[src/mbsp_pkg.sv]
// ----------------------------------------------------------------------------
// mbsp_pkg
// Shared types, codes and helpers for the MIDI byte stream parser.
// ----------------------------------------------------------------------------
package mbsp_pkg;

   // status byte codes
   parameter logic [7:0] RT_FIRST    = 8'hF8;
   parameter logic [7:0] SYSEX_START = 8'hF0;
   parameter logic [7:0] SYSEX_END   = 8'hF7;
   parameter logic [3:0] SYS_NIBBLE  = 4'hF;

   // reserved system statuses, indexed by low nibble
   parameter logic [15:0] RES_TABLE = 16'h2230;

   // result kinds
   typedef enum logic [1:0] {
      KIND_MSG    = 2'd0,
      KIND_RT     = 2'd1,
      KIND_ORPHAN = 2'd2
   } kind_type;

   // parser state, one-hot
   typedef enum logic [3:0] {
      PS_READY   = 4'b0001,
      PS_INMSG   = 4'b0010,
      PS_INSYSEX = 4'b0100,
      PS_INRES   = 4'b1000
   } parse_state_type;

   // one result transaction plus its valid flag
   typedef struct packed {
      logic       valid;
      kind_type   kind;
      logic [7:0] status_byte;
      logic [6:0] first_data;
      logic [6:0] second_data;
      logic [1:0] byte_count;
   } result_type;

   // message length including status; zero when no fixed length
   function automatic logic [1:0] msg_len(input logic [7:0] s);
      logic [1:0] n;
      n = 2'd0;
      if (s[7]) begin
         if (s[7:4] != SYS_NIBBLE) begin
            n = (s[7:4] == 4'hC || s[7:4] == 4'hD) ? 2'd2 : 2'd3;
         end else begin
            case (s[3:0])
               4'h1:    n = 2'd2;
               4'h2:    n = 2'd3;
               4'h3:    n = 2'd2;
               4'h6:    n = 2'd1;
               default: n = 2'd0;
            endcase
         end
      end
      return n;
   endfunction

endpackage

[src/mbsp_if.sv]
// ----------------------------------------------------------------------------
// mbsp channel interfaces
// Valid/ready channels for received bytes and parsed results.
// ----------------------------------------------------------------------------

// received byte channel
interface mbsp_req_if;
   logic       valid;
   logic       ready;
   logic [7:0] rx_byte;

   modport source (output valid, output rx_byte, input ready);
   modport sink   (input valid, input rx_byte, output ready);
endinterface

// parsed result channel
interface mbsp_rsp_if;
   logic       valid;
   logic       ready;
   logic [1:0] kind;
   logic [7:0] status_byte;
   logic [6:0] first_data;
   logic [6:0] second_data;
   logic [1:0] byte_count;

   modport source (output valid, output kind, output status_byte, output first_data,
                   output second_data, output byte_count, input ready);
   modport sink   (input valid, input kind, input status_byte, input first_data,
                   input second_data, input byte_count, output ready);
endinterface

[src/mbsp_step.sv]
// ----------------------------------------------------------------------------
// mbsp_step
// Parse state registers and the combinational per-byte update.
// ----------------------------------------------------------------------------
module mbsp_step (
   input  logic                  clock,
   input  logic                  reset,
   input  logic                  fire,
   input  logic [7:0]            rx_byte,
   output mbsp_pkg::result_type  result
);

   mbsp_pkg::parse_state_type state_ff, state_in;
   logic       rv_ff, rv_in;
   logic [7:0] saved_ff, saved_in;
   logic [7:0] active_ff, active_in;
   logic [6:0] held0_ff, held0_in;
   logic [6:0] held1_ff, held1_in;
   logic [1:0] fill_ff, fill_in;

   logic       take;
   logic       chk;
   logic [1:0] len;

   // reserved status lookup
   function automatic logic RES_BIT(input logic [3:0] idx);
      return mbsp_pkg::RES_TABLE[idx];
   endfunction

   // next state and result
   always_comb begin
      state_in  = state_ff;
      rv_in     = rv_ff;
      saved_in  = saved_ff;
      active_in = active_ff;
      held0_in  = held0_ff;
      held1_in  = held1_ff;
      fill_in   = fill_ff;
      take      = 1'b0;
      chk       = 1'b0;
      len       = 2'd0;
      result    = '0;
      result.kind = mbsp_pkg::KIND_MSG;

      if (fire) begin
         if (rx_byte >= mbsp_pkg::RT_FIRST) begin
            // real-time byte passes straight through
            result.valid       = 1'b1;
            result.kind        = mbsp_pkg::KIND_RT;
            result.status_byte = rx_byte;
            result.byte_count  = 2'd1;
         end else begin
            unique case (state_ff)
               mbsp_pkg::PS_INSYSEX: begin
                  if (rx_byte == mbsp_pkg::SYSEX_END) state_in = mbsp_pkg::PS_READY;
               end
               mbsp_pkg::PS_INRES: begin
                  take = rx_byte[7];
               end
               mbsp_pkg::PS_INMSG: begin
                  if (rx_byte[7]) begin
                     take = 1'b1;
                  end else begin
                     chk = 1'b1;
                     if (fill_ff == 2'd1) begin
                        held0_in = rx_byte[6:0];
                        fill_in  = 2'd2;
                     end else if (fill_ff == 2'd2) begin
                        held1_in = rx_byte[6:0];
                        fill_in  = 2'd3;
                     end
                  end
               end
               mbsp_pkg::PS_READY: begin
                  if (rx_byte[7]) begin
                     take = 1'b1;
                  end else if (!rv_ff) begin
                     // data byte with no running status
                     result.valid      = 1'b1;
                     result.kind       = mbsp_pkg::KIND_ORPHAN;
                     result.first_data = rx_byte[6:0];
                     result.byte_count = 2'd1;
                  end else begin
                     // running status reuse
                     active_in = saved_ff;
                     held0_in  = rx_byte[6:0];
                     fill_in   = 2'd2;
                     state_in  = mbsp_pkg::PS_INMSG;
                     chk       = 1'b1;
                  end
               end
               default: ;
            endcase

            // status byte handling
            if (take) begin
               state_in = mbsp_pkg::PS_READY;
               fill_in  = 2'd0;
               if (rx_byte == mbsp_pkg::SYSEX_START) begin
                  saved_in  = rx_byte;
                  active_in = rx_byte;
                  rv_in     = 1'b0;
                  state_in  = mbsp_pkg::PS_INSYSEX;
               end else if (rx_byte != mbsp_pkg::SYSEX_END) begin
                  saved_in  = rx_byte;
                  active_in = rx_byte;
                  rv_in     = (rx_byte[7:4] != mbsp_pkg::SYS_NIBBLE);
                  if (rx_byte[7:4] == mbsp_pkg::SYS_NIBBLE && RES_BIT(rx_byte[3:0])) begin
                     state_in = mbsp_pkg::PS_INRES;
                  end else begin
                     state_in = mbsp_pkg::PS_INMSG;
                     fill_in  = 2'd1;
                     chk      = 1'b1;
                  end
               end
            end

            // message completion
            len = mbsp_pkg::msg_len(active_in);
            if (chk && len != 2'd0 && fill_in >= len) begin
               result.valid       = 1'b1;
               result.kind        = mbsp_pkg::KIND_MSG;
               result.status_byte = active_in;
               result.first_data  = (fill_in >= 2'd2) ? held0_in : 7'd0;
               result.second_data = (fill_in >= 2'd3) ? held1_in : 7'd0;
               result.byte_count  = fill_in;
               state_in           = mbsp_pkg::PS_READY;
               fill_in            = 2'd0;
            end
         end
      end
   end

   // state registers
   always_ff @(posedge clock) begin
      if (reset) begin
         state_ff  <= mbsp_pkg::PS_READY;
         rv_ff     <= 1'b0;
         saved_ff  <= 8'd0;
         active_ff <= 8'd0;
         held0_ff  <= 7'd0;
         held1_ff  <= 7'd0;
         fill_ff   <= 2'd0;
      end else begin
         state_ff  <= state_in;
         rv_ff     <= rv_in;
         saved_ff  <= saved_in;
         active_ff <= active_in;
         held0_ff  <= held0_in;
         held1_ff  <= held1_in;
         fill_ff   <= fill_in;
      end
   end

endmodule

[src/midi_byte_stream_parser_core.sv]
// ----------------------------------------------------------------------------
// midi_byte_stream_parser_core
// MIDI byte stream parser with running status, one byte per cycle unless stalled.
// ----------------------------------------------------------------------------
// The parser takes one received MIDI byte per cycle while its results are
// taken, and gives at most one result per byte: a complete message, a
// real-time byte passed through, or an orphan data byte error. A byte lands
// in an input register, the parse state is updated from it combinationally,
// and any result is held in an output register until it is taken, so each
// result passes the input register and then the output register. The state
// update sets the rate; while a result waits to be taken the input register
// holds at most one more byte and the input then stalls.
module midi_byte_stream_parser_core (
   input logic            clock,
   input logic            reset,
   mbsp_req_if.sink       req_chan,
   mbsp_rsp_if.source     rsp_chan
);

   logic                 in_valid_ff, in_valid_in;
   logic [7:0]           in_byte_ff, in_byte_in;
   logic                 out_valid_ff, out_valid_in;
   mbsp_pkg::result_type out_ff, out_in;

   logic                 advance;
   logic                 req_fire;
   mbsp_pkg::result_type step_res;

   // handshake control
   assign advance          = in_valid_ff && (!out_valid_ff || rsp_chan.ready);
   assign req_chan.ready   = !in_valid_ff || advance;
   assign req_fire         = req_chan.valid && req_chan.ready;

   // input register
   always_comb begin
      in_valid_in = in_valid_ff;
      in_byte_in  = in_byte_ff;
      if (req_fire) begin
         in_valid_in = 1'b1;
         in_byte_in  = req_chan.rx_byte;
      end else if (advance) begin
         in_valid_in = 1'b0;
      end
   end

   mbsp_step u_step (
      .clock   (clock),
      .reset   (reset),
      .fire    (advance),
      .rx_byte (in_byte_ff),
      .result  (step_res)
   );

   // output register
   always_comb begin
      out_valid_in = out_valid_ff && !rsp_chan.ready;
      out_in       = out_ff;
      if (advance && step_res.valid) begin
         out_valid_in = 1'b1;
         out_in       = step_res;
      end
   end

   always_ff @(posedge clock) begin
      if (reset) begin
         in_valid_ff  <= 1'b0;
         out_valid_ff <= 1'b0;
      end else begin
         in_valid_ff  <= in_valid_in;
         out_valid_ff <= out_valid_in;
      end
      in_byte_ff <= in_byte_in;
      out_ff     <= out_in;
   end

   // result transaction
   assign rsp_chan.valid       = out_valid_ff;
   assign rsp_chan.kind        = out_ff.kind;
   assign rsp_chan.status_byte = out_ff.status_byte;
   assign rsp_chan.first_data  = out_ff.first_data;
   assign rsp_chan.second_data = out_ff.second_data;
   assign rsp_chan.byte_count  = out_ff.byte_count;

   // real-time results carry a real-time status and length one
   a_rt_shape: assert property (@(posedge clock) disable iff (reset)
      rsp_chan.valid && rsp_chan.kind == mbsp_pkg::KIND_RT |->
         rsp_chan.status_byte >= mbsp_pkg::RT_FIRST && rsp_chan.byte_count == 2'd1)
      else $error("real-time result malformed");

   // orphan results carry no status and length one
   a_orphan_shape: assert property (@(posedge clock) disable iff (reset)
      rsp_chan.valid && rsp_chan.kind == mbsp_pkg::KIND_ORPHAN |->
         rsp_chan.status_byte == 8'd0 && rsp_chan.byte_count == 2'd1 &&
         rsp_chan.second_data == 7'd0)
      else $error("orphan result malformed");

   // complete messages have a status byte and match its length
   a_msg_len: assert property (@(posedge clock) disable iff (reset)
      rsp_chan.valid && rsp_chan.kind == mbsp_pkg::KIND_MSG |->
         rsp_chan.status_byte[7] &&
         rsp_chan.byte_count == mbsp_pkg::msg_len(rsp_chan.status_byte))
      else $error("message length mismatch");

   // a held byte stays unchanged in the input register until it advances
   a_no_loss: assert property (@(posedge clock) disable iff (reset)
      in_valid_ff && !advance |=> in_valid_ff && $stable(in_byte_ff))
      else $error("held byte lost");

endmodule
[src/flat_wrapper.sv]
// flat-port wrapper written by rule: the top's interface ports become plain ports
module midi_byte_stream_parser_core_flat 
  (clock, reset, req_chan_valid, req_chan_rx_byte, req_chan_ready, rsp_chan_valid, rsp_chan_kind, rsp_chan_status_byte, rsp_chan_first_data, rsp_chan_second_data, rsp_chan_byte_count, rsp_chan_ready);
  mbsp_req_if req_chan_i ();
  mbsp_rsp_if rsp_chan_i ();
  input logic clock;
  input logic reset;
  input wire logic [$bits(req_chan_i.valid)-1:0] req_chan_valid;
  input wire logic [$bits(req_chan_i.rx_byte)-1:0] req_chan_rx_byte;
  output wire logic [$bits(req_chan_i.ready)-1:0] req_chan_ready;
  output wire logic [$bits(rsp_chan_i.valid)-1:0] rsp_chan_valid;
  output wire logic [$bits(rsp_chan_i.kind)-1:0] rsp_chan_kind;
  output wire logic [$bits(rsp_chan_i.status_byte)-1:0] rsp_chan_status_byte;
  output wire logic [$bits(rsp_chan_i.first_data)-1:0] rsp_chan_first_data;
  output wire logic [$bits(rsp_chan_i.second_data)-1:0] rsp_chan_second_data;
  output wire logic [$bits(rsp_chan_i.byte_count)-1:0] rsp_chan_byte_count;
  input wire logic [$bits(rsp_chan_i.ready)-1:0] rsp_chan_ready;
  assign req_chan_i.valid = req_chan_valid;
  assign req_chan_i.rx_byte = req_chan_rx_byte;
  assign req_chan_ready = req_chan_i.ready;
  assign rsp_chan_valid = rsp_chan_i.valid;
  assign rsp_chan_kind = rsp_chan_i.kind;
  assign rsp_chan_status_byte = rsp_chan_i.status_byte;
  assign rsp_chan_first_data = rsp_chan_i.first_data;
  assign rsp_chan_second_data = rsp_chan_i.second_data;
  assign rsp_chan_byte_count = rsp_chan_i.byte_count;
  assign rsp_chan_i.ready = rsp_chan_ready;
  midi_byte_stream_parser_core u_core (.clock(clock), .reset(reset), .req_chan(req_chan_i), .rsp_chan(rsp_chan_i));
endmodule
[config.mk]
export PLATFORM = sky130hd
export DESIGN_NAME = midi_byte_stream_parser_core_flat
export DESIGN_NICKNAME = d
export VERILOG_FILES = /design/src/mbsp_pkg.sv /design/src/mbsp_if.sv /design/src/mbsp_step.sv /design/src/midi_byte_stream_parser_core.sv /design/src/flat_wrapper.sv
export SDC_FILE = /design/constraint.sdc
export NUM_CORES = 1
export LEC_CHECK = 0
export BUFFER_PORTS_ARGS = -buffer_cell sky130_fd_sc_hd__buf_2
export CAP_MARGIN = 20
export CORE_MARGIN = 3
export CORE_UTILIZATION = 54
export DETAILED_ROUTE_END_ITERATION = 12
export GPL_TIMING_DRIVEN = 0
export PLACE_DENSITY = 0.76
export SYNTH_ARGS = -nofsm -noshare
export SYNTH_HDL_FRONTEND = slang
export SYNTH_SLANG_ARGS = --single-unit
[constraint.sdc]
create_clock -name clock -period 7.4 [get_ports clock]
set_clock_uncertainty 0.05 [all_clocks]
set_input_delay 0.37 -clock clock [delete_from_list [all_inputs] [get_ports clock]]
set_output_delay 0.37 -clock clock [all_outputs]
set_load 0.02 [all_outputs]
## Word-level counts from Yosys, hierarchy flattened

Memory sizes are Yosys's and may differ from the RTL's. A register that Yosys moved wholly into a read port is not among the register bits.
Index checks and enable logic that the tools add are counted.

| word-level totals | value |
|---|---|
| flip-flop bits (word level) | 73 |
| memory bits (writable) | 0 |
| memory bits (read-only) | 16 |
| bits of input ports | 12 |
| output and inout bits | 28 |
| latch bits | 0 |
| logic and storage cells | 158 |
| memories | 1 |

Memories:

| name | depth | bits a word | read ports | clocked after Yosys merged registers in | wr ports | line | source |
|---|---|---|---|---|---|---|---|
| (no name shown) | 16 | 1 | 1 | 1 | 0 | mbsp_step.sv:27 | `return mbsp_pkg::RES_TABLE[idx];` |

| operators by class | value |
|---|---|
| reduce and logical (&&, ||, !) cells | 25 |
| equality and inequality tests | 21 |
| $lt $le $gt $ge | 5 |
| divide/modulo/power cells | 0 |
| muxes and demuxes | 84 |
| multipliers | 0 |
| shift-type cells | 0 |
| bitwise logic cells | 5 |
| $add $sub $neg | 0 |

Operators by type and width:

| cell | count |
|---|---|
| $mux W7 | 13 |
| $mux W8 | 10 |
| $mux W27 | 2 |
| $mux W4 | 9 |
| $mux W2 | 14 |
| $mux W1 | 25 |
| $ne A4 B4 Y1 const B | 5 |
| $eq A4 B4 Y1 const B | 4 |
| $eq A8 B8 Y1 const B | 2 |
| $mux W14 | 1 |
| $pmux W7 S2 | 1 |
| $eq A4 B2 Y1 const B | 3 |
| $mux W11 | 1 |
| $mux W3 | 3 |
| $eq A4 B1 Y1 const B | 2 |
| $eq A4 B3 Y1 const B | 2 |
| $ge A8 B8 Y1 const B | 1 |
| $ne A8 B8 Y1 const B | 1 |
| $pmux W4 S2 | 1 |
| $logic_and A1 B1 Y1 | 7 |
| $pmux W2 S3 | 1 |
| $reduce_and A6 Y1 | 1 |
| $reduce_bool A2 Y1 | 3 |
| $reduce_or A2 Y1 | 3 |
| 15 further kinds | 25 |

## Depth between registers and ports, before layout

Gate-level depths: netlist of run 1.

| depth | value |
|---|---|
| depth after elaboration | 23 |
| mapped depth | 16 |
| gate-level depth less buffers | 13 |

## By module

A second synthesis of run 1 with hierarchy kept.

| second synthesis, totals | value |
|---|---|
| cell total of the unflattened synthesis | 370 |
| area total of the unflattened synthesis | 3577.2 um^2 |

By module, submodules not included:

| module | cells an instance | sequential area each (um^2) | area each (um^2) | instances |
|---|---|---|---|---|
| mbsp_step | 325 | 740.7 | 2449.8 | 1 |
| midi_byte_stream_parser_core | 45 | 1061.0 | 1127.3 | 1 |

## Worst setup path before layout of run 1

OpenSTA, ideal clock, no wires.

| timing path | value |
|---|---|
| path kind | reg2reg |
| from | register u_core.u_step.state_ff[3] |
| to | register u_core.out_ff (netlist bit u_core.rsp_chan.byte_count[0]) (enable) |
| path slack | 2.837 ns |
| cell stages (with the launch flop) | 16 |
| arrival | 4.129 ns |
| period minus slack after synthesis | 4.563 ns |
| buffers on the path | 4 |
| setup time | 0.384 ns |
| cell sequence | dfxtp_1 -> buf_4 -> nor4b_4 -> and2_1 -> buf_4 -> mux2_1 -> a22o_1 -> o311ai_1 -> buf_2 -> nand2b_1 -> ha_1 -> a21oi_1 -> a211oi_1 -> clkbuf_1 -> o21a_1 -> o21a_1 |

| between the ends | value |
|---|---|
| word-level cells in the longest chain between the ends | 22 |
| elaborated cells on any way between the ends | 48 |
| those cells by class | order compare: 1; eq/ne: 10; mux: 30; reduce/logical: 7 |

Ends and longest elaborated chain:

| what | line | source |
|---|---|---|
| start: declaration | mbsp_step.sv:13 | `mbsp_pkg::parse_state_type state_ff, state_in;` |
| start signal: assignment | mbsp_step.sv:137 | `state_ff <= mbsp_pkg::PS_READY;` |
| start signal: assignment | mbsp_step.sv:145 | `state_ff <= state_in;` |
| parallel branches: the longest is 18 deep, another holds $mux W8 | - |  |
| $mux W27 * | mbsp_step.sv:120 | `if (chk && len != 2'd0 && fill_in >= len) begin` |
| $mux W11 * | mbsp_step.sv:46 | `if (rx_byte >= mbsp_pkg::RT_FIRST) begin` |
| $mux W27 * | mbsp_step.sv:45 | `if (fire) begin` |
| $logic_and A1 B1 Y1 * | midi_byte_stream_parser_core.sv:58 | `if (advance && step_res.valid) begin` |
| end signal: assignment | midi_byte_stream_parser_core.sv:73 | `out_ff <= out_in;` |
| end: declaration | midi_byte_stream_parser_core.sv:23 | `mbsp_pkg::result_type out_ff, out_in;` |

Mark *: on every way between the ends. The select of a mux whose other input is x is not followed.
A chain may end at the register's enable or synchronous reset.

## Final worst setup path of run 1

| timing path | value |
|---|---|
| from | register u_core.u_step.state_ff[3] |
| to | register u_core.out_ff (netlist bit u_core.rsp_chan.status_byte[1]) (enable) |

Same word-level chain as after synthesis.

==> impl_metrics.yaml, run 1 <==
final_layout:
  stdcell_count: 507
  nets: 439
  syn_to_final_growth_pct: 15.4
  drive_gt1_share_pct: 16.5
  stdcell_area_um2: 4140
  n_antenna_cell: 0
  n_fill_cell: 532
critical_path:
  endpoint_kind: "register"
  cpMaxStageDelayCell: "a211oi_1"
  critical_path_depth: 16
  cp.arrival_ps: 5090
  r2r_cells: 16
  max_stage_delay_ps: 510
  worstPathMaxFanout: 21
  required_ps: 7410
  crit_chain: "buf_4 -> nor4b_4 -> and2_1 -> buf_4 -> mux2_1 -> a22o_1 -> o311ai_1 -> buf_2 -> nand2b_1 -> ha_1 -> a21oi_1 -> a211oi_1 -> clkbuf_1 -> o21a_1 -> o21a_1 -> buf_16"
  crit_family: "compound AO/OA/AOI/OAI gates"
  crit_buf_inv: 5
  cp-start-kind: "register"
  path_class: "reg -> reg"
clocking:
  clock_latency_ps: 350
  post_cts_buffers: 0
  cts-resized-gates: 0
  cts_tree: "built"
  ctsLongestPathBuffers: 2
  clk_pin_slew_ps: 70
  cts_root_buf: "clkbuf_8"
  cts_num_sinks: 74
  cts_buffers: 9
  h-tree-depth: 3
  cts_hold_buffers: 0
sta:
  hold_viol: 0
  worst_slack_ps: 2320
  hold-worst-slack_ps: 143
  rsz0062_at_grt: "no"
  final-setup-viol-count: 0
  fin_crit_sh_pct: 68.7
  drv_slew: 0
  tightest_slew_ps: 939
  fin_crit_ps: 5080
  relSlewSlack_pct: 37.2
  max_freq_ghz: 0.197
  fin_tns_setup_ps: 0
synthesis:
  synthCells: 374
  synth_nets: 388
  ys_ff_latch: 74
  seq_area_frac_synth_pct: 50.7
  synth_edf_count: 34
  synth.distinct_cells: 54
  yosys_warnings: 0
  ys.flop_type: "dfxtp_1"
  synth.cell_area_um2: 3590
  async_flop_share_pct: 0
  avgSynthCellArea_um2: 9.60
pwr:
  power_leakage_nw: 1.53
  switchingPower_w: 0.000259
  p_int_w: 0.000717
  pwr-share-comb_pct: 15.0
  swShare_pct: 26.6
  powerDensity_nw_per_um2: 236
  ir_worst_vdd_mv: 0.196
  p_clk_share_pct: 38.4
  p_seq_share_pct: 46.7
grt:
  grt_start_max_net_pins: 27
  grt_pass1_vias: 2919
  grtUsageMet3_pct: 5.55
  grt_antenna_before_repair: 0
  gr-usage-met2_pct: 39.6
  overflow: 0
  use_met1_pct: 33.1
  grt_pass1_wl_mm: 14.7
  busiest_layer: "met2"
  grtUsageTotal_pct: 24.9
drt:
  firstDrtPassIters: 6
  ant_nets: 0
  drt-total-wl_mm: 9.06
  drc: 0
  drtIter0Drc: 294
  wl_per_cell_um: 17.9
  vias: 3213
  vias_per_cell: 6.34
floorplan:
  ios: 40
  die-area_um2: 7660
  core_um2: 6390
  initial_utilization_pct: 56.2
  die_height_um: 87.5
  dieWidth_um: 87.5
  rows: 29
flow_run:
  drv_cap: 0
outcome:
  status: "complete, no violations"
worst_hold_path:
  min_path_type: "in -> reg"
  holdPathStages: 1
placement:
  dpl_worst_slack_ps: 1960
  dpl_cell_area_um2: 3880
  dpl.hpwl_mm: 6.14
  portBuffers: 39
  placed_cells: 490
  gp_congestion: 0.940
==> stage by stage <==
step / util [%] / power, W
5_1_grt: 64.9 / 0.00101
4_1_cts: 64.4 / 0.000969
6_report: 64.9 / 0.000976
3_3_place_gp: 60.8 / 0.000602
3_5_place_dp: 60.8 / 0.000605
2_1_floorplan: - / 0.000562
==> per-layer routing <==
metal  part of all wire (%)  routed length [um]
met1                     43                3880
met2                     47                4250
met3                    7.8                 703
met4                    2.5                 225
met5                      0                   0
==> cell type report <==
cell class                      count  area [um^2]  share of cell area, %
Sequential cell                    74         1820                   44.0
Buffer                             30          131                   3.17
Inverter                            4         15.0                  0.362
Tap cell                           77         96.3                   2.33
Multi-Input combinational cell    266         1620                   39.1
Timing Repair Buffer               40          223                   5.38
Clock inverter                      5          103                   2.48
Clock buffer                       11          131                   3.17
==> cells in the mapped netlist, drive strengths merged (2+ instances only) <==
| library cell | n | area [um^2] |
|---|---|---|
| mux2i | 18 | 180 |
| nand3b | 3 | 22.5 |
| nor4 | 9 | 71.3 |
| ha | 2 | 25.0 |
| clkbuf | 16 | 60.1 |
| nand3 | 12 | 60.1 |
| o21a | 3 | 22.5 |
| o21ai | 30 | 150 |
| a32o | 3 | 30.0 |
| mux2 | 3 | 33.8 |
| and4 | 2 | 17.5 |
| o2111ai | 7 | 61.3 |
| or3 | 2 | 12.5 |
| dfxtp | 40 | 801 |
| nand4 | 2 | 12.5 |
| nand2b | 5 | 31.3 |
| nand2 | 51 | 194 |
| nor3 | 4 | 20.0 |
| o31ai | 3 | 22.5 |
| o211ai | 11 | 87.6 |
| nor2b | 4 | 25.0 |
| inv | 4 | 15.0 |
| edfxtp | 34 | 1020 |
| a21boi | 4 | 30.0 |
| a221oi | 3 | 26.3 |
| nor2 | 28 | 105 |
| a31oi | 3 | 18.8 |
| xor2 | 2 | 17.5 |
| buf | 14 | 71.3 |
| a21oi | 32 | 160 |
| a211oi | 5 | 37.5 |
==> registers in the layout, summed over array words and instances, names as in the netlist, named ones only <==
name                         count
u_core.u_step.held0_ff           7
u_core.rsp_chan.kind             2
u_core.in_byte_ff                8
u_core.rsp_chan.valid            1
u_core.u_step.state_ff           4
u_core.u_step.rv_ff              1
u_core.in_valid_ff               1
u_core.u_step.held1_ff           7
u_core.rsp_chan.byte_count       2
u_core.rsp_chan.first_data       7
u_core.u_step.active_ff          8
u_core.u_step.saved_ff           8
u_core.rsp_chan.second_data      7
u_core.rsp_chan.status_byte      8
u_core.u_step.fill_ff            2
==> power by group through the flow <==
stage          clock network (W)   logic, W  registers [W]
2_1_floorplan                  0  0.0000876       0.000474
3_3_place_gp                   0   0.000138       0.000464
3_5_place_dp                   0   0.000140       0.000465
4_1_cts                 0.000373   0.000141       0.000455
5_1_grt                 0.000393   0.000158       0.000457
6_report                0.000374   0.000146       0.000455
==> cells in the final DEF, fill, tap and decap left out, types with 3 or more instances in the layout <==
master	n
o211ai_1	10
o21ai_0	28
nor4_1	8
a221oi_1	3
nor3_1	4
mux2i_1	18
nand2_1	50
bufinv_16	3
inv_1	4
a32o_1	3
o21a_1	3
a31oi_1	3
a21oi_1	32
clkbuf_8	9
dfxtp_1	40
edfxtp_1	34
o2111ai_1	7
clkbuf_1	18
o31ai_1	3
buf_2	48
buf_1	3
a211oi_1	5
nand3_1	12
nor2_1	28
nand3b_1	3
nand2b_1	5
nor2b_1	4
==> logic make-up (layout without fill, tap and decap cells) <==
kind of cell,Yosys count,in the layout,share of synthesized area [%]
compound gates,112,112,20.0
xor+xnor,2,2,0.488
fa+ha+maj,2,2,0.697
buf+inv,34,90,4.08
flops,74,74,50.7
mux,21,21,5.96
simple gates,129,129,18.0
==> final timing paths <==
path / startpoint / to / slack (ps)
setup / recovery: u_core.u_step.state_ff[3]$_SDFFE_PP0P_ / u_core.rsp_chan.status_byte[1]$_SDFFCE_PN0P_ / 2320
hold / removal: req_chan_rx_byte[7] / u_core.in_byte_ff[7]$_DFFE_PP_ / 140
setup reg to reg: u_core.u_step.state_ff[3]$_SDFFE_PP0P_ / u_core.rsp_chan.status_byte[1]$_SDFFCE_PN0P_ / 2320
hold reg to reg: u_core.u_step.active_ff[5]$_SDFFE_PP0P_ / u_core.u_step.active_ff[5]$_SDFFE_PP0P_ / 420
No activity file was read; power rests on OpenSTA's default activity.
==> run 2: changes to the inputs <==
==> constraint.sdc (replaced) <==
create_clock -name clock -period 5.1 [get_ports clock]
set_clock_uncertainty 0.05 [all_clocks]
set_input_delay 0.255 -clock clock [delete_from_list [all_inputs] [get_ports clock]]
set_output_delay 0.255 -clock clock [all_outputs]
set_load 0.02 [all_outputs]
==> impl_metrics.yaml, run 2 (synthesized netlist as in run 1, its figures left out) <==
grt:
  overflow: 0
  grt_start_max_net_pins: 27
  use_met1_pct: 33.1
  grt_pass1_vias: 2917
  grtUsageMet3_pct: 5.55
  grtUsageTotal_pct: 24.9
  grt_pass1_wl_mm: 14.7
  gr-usage-met2_pct: 39.6
  grt_antenna_before_repair: 0
  busiest_layer: "met2"
clocking:
  post_cts_buffers: 0
  clk_pin_slew_ps: 70
  cts_root_buf: "clkbuf_8"
  ctsLongestPathBuffers: 2
  cts_hold_buffers: 0
  clock_latency_ps: 350
  cts_tree: "built"
  cts-resized-gates: 1
  h-tree-depth: 3
  cts_buffers: 9
  cts_num_sinks: 74
sta:
  drv_slew: 0
  rsz0062_at_grt: "no"
  tightest_slew_ps: 933
  relSlewSlack_pct: 37.6
  hold_viol: 0
  fin_tns_setup_ps: 0
  final-setup-viol-count: 0
  fin_crit_ps: 4750
  worst_slack_ps: 354
  max_freq_ghz: 0.211
  hold-worst-slack_ps: 29.2
  fin_crit_sh_pct: 93.1
worst_hold_path:
  worstHoldStart: "req_chan_rx_byte[7]"
  min_path_type: "in -> reg"
flow_run:
  drv_cap: 0
critical_path:
  cp.arrival_ps: 4840
  path_class: "reg -> reg"
  cp-start-kind: "register"
  max_stage_delay_ps: 450
  crit_chain: "buf_4 -> nor4b_4 -> and2_1 -> buf_4 -> mux2_1 -> a22o_1 -> o311ai_1 -> buf_2 -> nand2b_1 -> ha_1 -> a21oi_1 -> a211oi_2 -> clkbuf_1 -> o21ai_1 -> o21ai_0"
  worstPathMaxFanout: 10
  ff2ff_setup_slack_ps: 350
  cpMaxStageDelayCell: "o311ai_1"
  worstSetupStartpoint: "u_core.u_step.state_ff[3]$_SDFFE_PP0P_"
  endpoint_kind: "register"
  required_ps: 5200
  cp_common_cell: "buf_4"
  reg2reg_from: "u_core.u_step.state_ff[3]$_SDFFE_PP0P_"
pwr:
  power_leakage_nw: 1.52
  power_w: 0.00141
  ir_worst_vdd_mv: 0.285
  powerDensity_nw_per_um2: 343
drt:
  drt-total-wl_mm: 8.99
  firstDrtPassIters: 5
  ant_nets: 0
  vias: 3168
  vias_per_cell: 6.26
  wl_per_cell_um: 17.8
  drtIter0Drc: 283
  drc: 0
placement:
  dpl.hpwl_mm: 6.14
  portBuffers: 39
  gp_congestion: 0.940
  dpl_worst_slack_ps: -341
outcome:
  status: "complete, no violations"
final_layout:
  layout_commonest_cell: "nand2_1"
  nets: 438
  fin_util_pct: 64.6
  drive_gt1_share_pct: 16.8
  final_cell_mix: "nand2_1, buf_2, dfxtp_1, edfxtp_1, a21oi_1"
  syn_to_final_growth_pct: 15.0
  multiInputGateArea_um2: 1630
  n_fill_cell: 529
  n_antenna_cell: 0
  final-seq-area_um2: 1820
floorplan:
  ios: 40
  core_um2: 6390
  dieWidth_um: 87.5
  rows: 29
  die_height_um: 87.5
  die-area_um2: 7660
  initial_utilization_pct: 56.2
==> run 2: cell type report <==
type,instances,share of cell area [%]
Inverter,4,0.364
Sequential cell,74,44.1
Clock inverter,5,2.49
Timing Repair Buffer,39,4.73
Tap cell,77,2.33
Buffer,30,3.18
Clock buffer,11,3.18
Multi-Input combinational cell,266,39.6
==> run 2: metal layers <==
layer	up-vias	share of wire [%]
met2	144	47
met3	23	6.2
met4	0	2.7
li1	1493	-
met5	-	0
met1	1508	44
==> run 2: final timing paths <==
path                                                  endpoint  depth (start not counted)
hold / removal                  u_core.in_byte_ff[7]$_DFFE_PP_                          1
hold reg to reg        u_core.u_step.active_ff[5]$_SDFFE_PP0P_                          2
setup / recovery  u_core.rsp_chan.status_byte[5]$_SDFFCE_PN0P_                         15
setup reg to reg  u_core.rsp_chan.status_byte[5]$_SDFFCE_PN0P_                         15
==> run 2: critical path: cells and delay by family, from the launching register on <==
kind	cells	cell delay, ps
and+or+nand+nor	3	650
DFF	1	300
buffers and inverters	4	1050
adders and majority gates	1	280
muxes	1	340
AOI/OAI and AO/OA	6	1870
==> run 2: report_power, final <==
part           total, W  internal [W]  leakage (nW)  switching [W]
registers      0.000660      0.000649         0.632      0.0000118
clock network  0.000543      0.000325         0.115       0.000218
logic          0.000210     0.0000643         0.769       0.000146
total           0.00141       0.00104          1.52       0.000376
==> run 2: metrics by stage <==
stage,cell area [um^2],instances
after floorplan,3590,374
after global placement,3880,490
after detailed placement,3880,490
after CTS,4120,506
after global routing,4130,506
final,4130,506
==> run 3: changes to the inputs <==
--- a/config.mk
+++ b/config.mk
@@ -5,6 +5,7 @@
 export SDC_FILE = /design/constraint.sdc
 export NUM_CORES = 1
 export LEC_CHECK = 0
+export ABC_AREA = 1
 export BUFFER_PORTS_ARGS = -buffer_cell sky130_fd_sc_hd__buf_2
 export CAP_MARGIN = 20
 export CORE_MARGIN = 3
==> impl_metrics.yaml, run 3 <==
outcome:
  status: "complete, no violations"
final_layout:
  drive_gt1_share_pct: 19.9
  nets: 502
  stdcell_count: 570
  fin_util_pct: 64.2
  n_fill_cell: 570
  layout_commonest_cell: "nand2_1"
  n_antenna_cell: 0
  multiInputGateArea_um2: 1500
  final-seq-area_um2: 1820
  syn_to_final_growth_pct: 13.9
  final_cell_mix: "nand2_1, inv_1, a21oi_1, dfxtp_1, nand3_1"
critical_path:
  cp.arrival_ps: 3750
  endpoint_kind: "register"
  required_ps: 5030
  cp-start-kind: "register"
  ff2ff_setup_slack_ps: 1280
  timing.rr.end: "u_core.rsp_chan.status_byte[3]$_SDFFCE_PN0P_"
  r2r_cells: 20
  worstPathMaxFanout: 26
  reg2reg_from: "u_core.in_byte_ff[3]$_DFFE_PP_"
  path_class: "reg -> reg"
sta:
  relSlewSlack_pct: 36.6
  fin_tns_setup_ps: 0
  hold_viol: 0
  fin_crit_ps: 3820
  max_freq_ghz: 0.262
  rsz0062_at_grt: "no"
  tightest_slew_ps: 950
  drv_slew: 0
  final-setup-viol-count: 0
  fin_crit_sh_pct: 74.8
pwr:
  power_leakage_nw: 1.72
  powerDensity_nw_per_um2: 352
  p_clk_share_pct: 34.8
  switchingPower_w: 0.000429
  swShare_pct: 29.6
  p_seq_share_pct: 47.0
  p_int_w: 0.00102
  pwr-share-comb_pct: 18.2
  ir_worst_vdd_mv: 0.199
flow_run:
  drv_cap: 0
synthesis:
  avgSynthCellArea_um2: 8.25
  synth_top_area_cell: "edfxtp_1"
  yosys_warnings: 0
  synth_area_leaders: "edfxtp_1, dfxtp_1, nand2_1"
  synth.cell_area_um2: 3620
  synthCells: 439
  synth_nets: 453
  synth_common_cells: "nand2_1, inv_1, a21oi_1, dfxtp_1, nand3_1"
  synth_most_common_cell: "nand2_1"
  synth.distinct_cells: 35
  synth_edf_count: 34
  async_flop_share_pct: 0
  ys_ff_latch: 74
  synth_top_area_share_pct: 28.2
  ys.flop_type: "dfxtp_1"
  seq_area_frac_synth_pct: 50.3
grt:
  overflow: 0
  grtUsageTotal_pct: 23.1
  grt_antenna_before_repair: 0
  grt_start_max_net_pins: 27
  grt_pass1_wl_mm: 13.4
  grt_pass1_vias: 2756
drt:
  vias: 3087
  drt-total-wl_mm: 8.22
  firstDrtPassIters: 5
  vias_per_cell: 5.42
  wl_per_cell_um: 14.4
  drtIter0Drc: 247
  ant_nets: 0
  drc: 0
floorplan:
  core_um2: 6420
  ios: 40
  die_height_um: 87.9
  die-area_um2: 7720
  initial_utilization_pct: 56.4
  rows: 29
  dieWidth_um: 87.9
placement:
  gp_congestion: 0.923
  placed_cells: 554
  portBuffers: 38
  dpl.hpwl_mm: 6.04
worst_hold_path:
  holdPathStages: 1
  holdPathEnd: "u_core.in_byte_ff[5]$_DFFE_PP_"
  worstHoldStart: "req_chan_rx_byte[5]"
  min_path_type: "in -> reg"
clocking:
  cts_buffers: 9
  post_cts_buffers: 0
  clk_pin_slew_ps: 80
  cts_root_buf: "clkbuf_8"
  h-tree-depth: 3
  ctsLongestPathBuffers: 2
  cts_num_sinks: 74
  cts_hold_buffers: 0
  cts-resized-gates: 0
  cts_tree: "built"
  clock_latency_ps: 360
## run 3: critical path, cell delays in order, from the launching register on
cell and delay (ps):
edfxtp_1 490, inv_2 170, nand2_1 100, nor2_2 170, a21oi_4 110, nand2_4 120, nand2_1 70, nand2_2 80
nand2_1 60, nor2_2 120, nand2_1 70, nand2_2 100, inv_1 50, ha_1 270, inv_1 30, nand2_1 40
a21oi_1 50, nor2_1 210, a21boi_2 230, o21ai_1 110, inv_1 710
## run 3: power groups by stage
stage | logic [W] | registers, W | clock network [W]
after floorplan | 0.000178 | 0.000711 | 0
after global placement | 0.000256 | 0.000694 | 0
after detailed placement | 0.000262 | 0.000695 | 0
after CTS | 0.000263 | 0.000682 | 0.000509
after global routing | 0.000295 | 0.000686 | 0.000533
final | 0.000264 | 0.000682 | 0.000504
## run 3: cells by family after synthesis
| group | Yosys count | share of synthesized area (%) |
|---|---|---|
| buffers and inverters | 73 | 8.30 |
| flip-flops | 74 | 50.3 |
| AO/OA/AOI/OAI | 100 | 15.0 |
| AND/OR/NAND/NOR | 190 | 25.7 |
| adder cells (fa/ha/maj) | 2 | 0.691 |
## run 3: layer usage
layer / up-vias / share of wire, % / GRT usage (%)
met5: - / 0 / 0
met1: 1407 / 46 / 31.5
li1: 1559 / - / -
met2: 103 / 45 / 36.5
met3: 18 / 6.3 / 5.08
met4: 0 / 2.1 / 8.23
## run 3: per-stage QoR
step	setup slack (ps)	hold WS, ps	power [W]	instance area (um^2)
after floorplan	1890	304	0.000889	3620
after CTS	1270	4.69	0.00145	4120
after global routing	942	14.6	0.00151	4120
after global placement	1400	381	0.000950	3910
final	1280	21.9	0.00145	4120
after detailed placement	1300	383	0.000957	3910
## run 3: how the worst max path moves through the flow
stage / start / to / slack, ps / cells after the start
6_report: u_core.in_byte_ff[3]$_DFFE_PP_ / u_core.rsp_chan.status_byte[3]$_SDFFCE_PN0P_ / 1280 / 20
4_1_cts: u_core.in_byte_ff[3]$_DFFE_PP_ / u_core.rsp_chan.byte_count[0]$_SDFFCE_PN0P_ / 1270 / 20
3_3_place_gp: u_core.in_byte_ff[3]$_DFFE_PP_ / u_core.rsp_chan.status_byte[7]$_SDFFCE_PN0P_ / 1400 / 20
2_1_floorplan: u_core.in_byte_ff[3]$_DFFE_PP_ / u_core.rsp_chan.byte_count[0]$_SDFFCE_PN0P_ / 1890 / 20
3_5_place_dp: u_core.in_byte_ff[3]$_DFFE_PP_ / u_core.rsp_chan.byte_count[0]$_SDFFCE_PN0P_ / 1300 / 20
5_1_grt: u_core.in_byte_ff[3]$_DFFE_PP_ / u_core.rsp_chan.second_data[0]$_SDFFCE_PP0P_ / 940 / 20
## run 3: final cells by class
class | count | area share [%]
timing repair buffer | 38 | 4.61
tap | 77 | 2.34
clock buffer | 10 | 3.09
sequential | 74 | 44.2
buffer | 15 | 2.00
inverter | 58 | 5.28
multi-input combinational | 292 | 36.3
clock inverter | 6 | 2.18
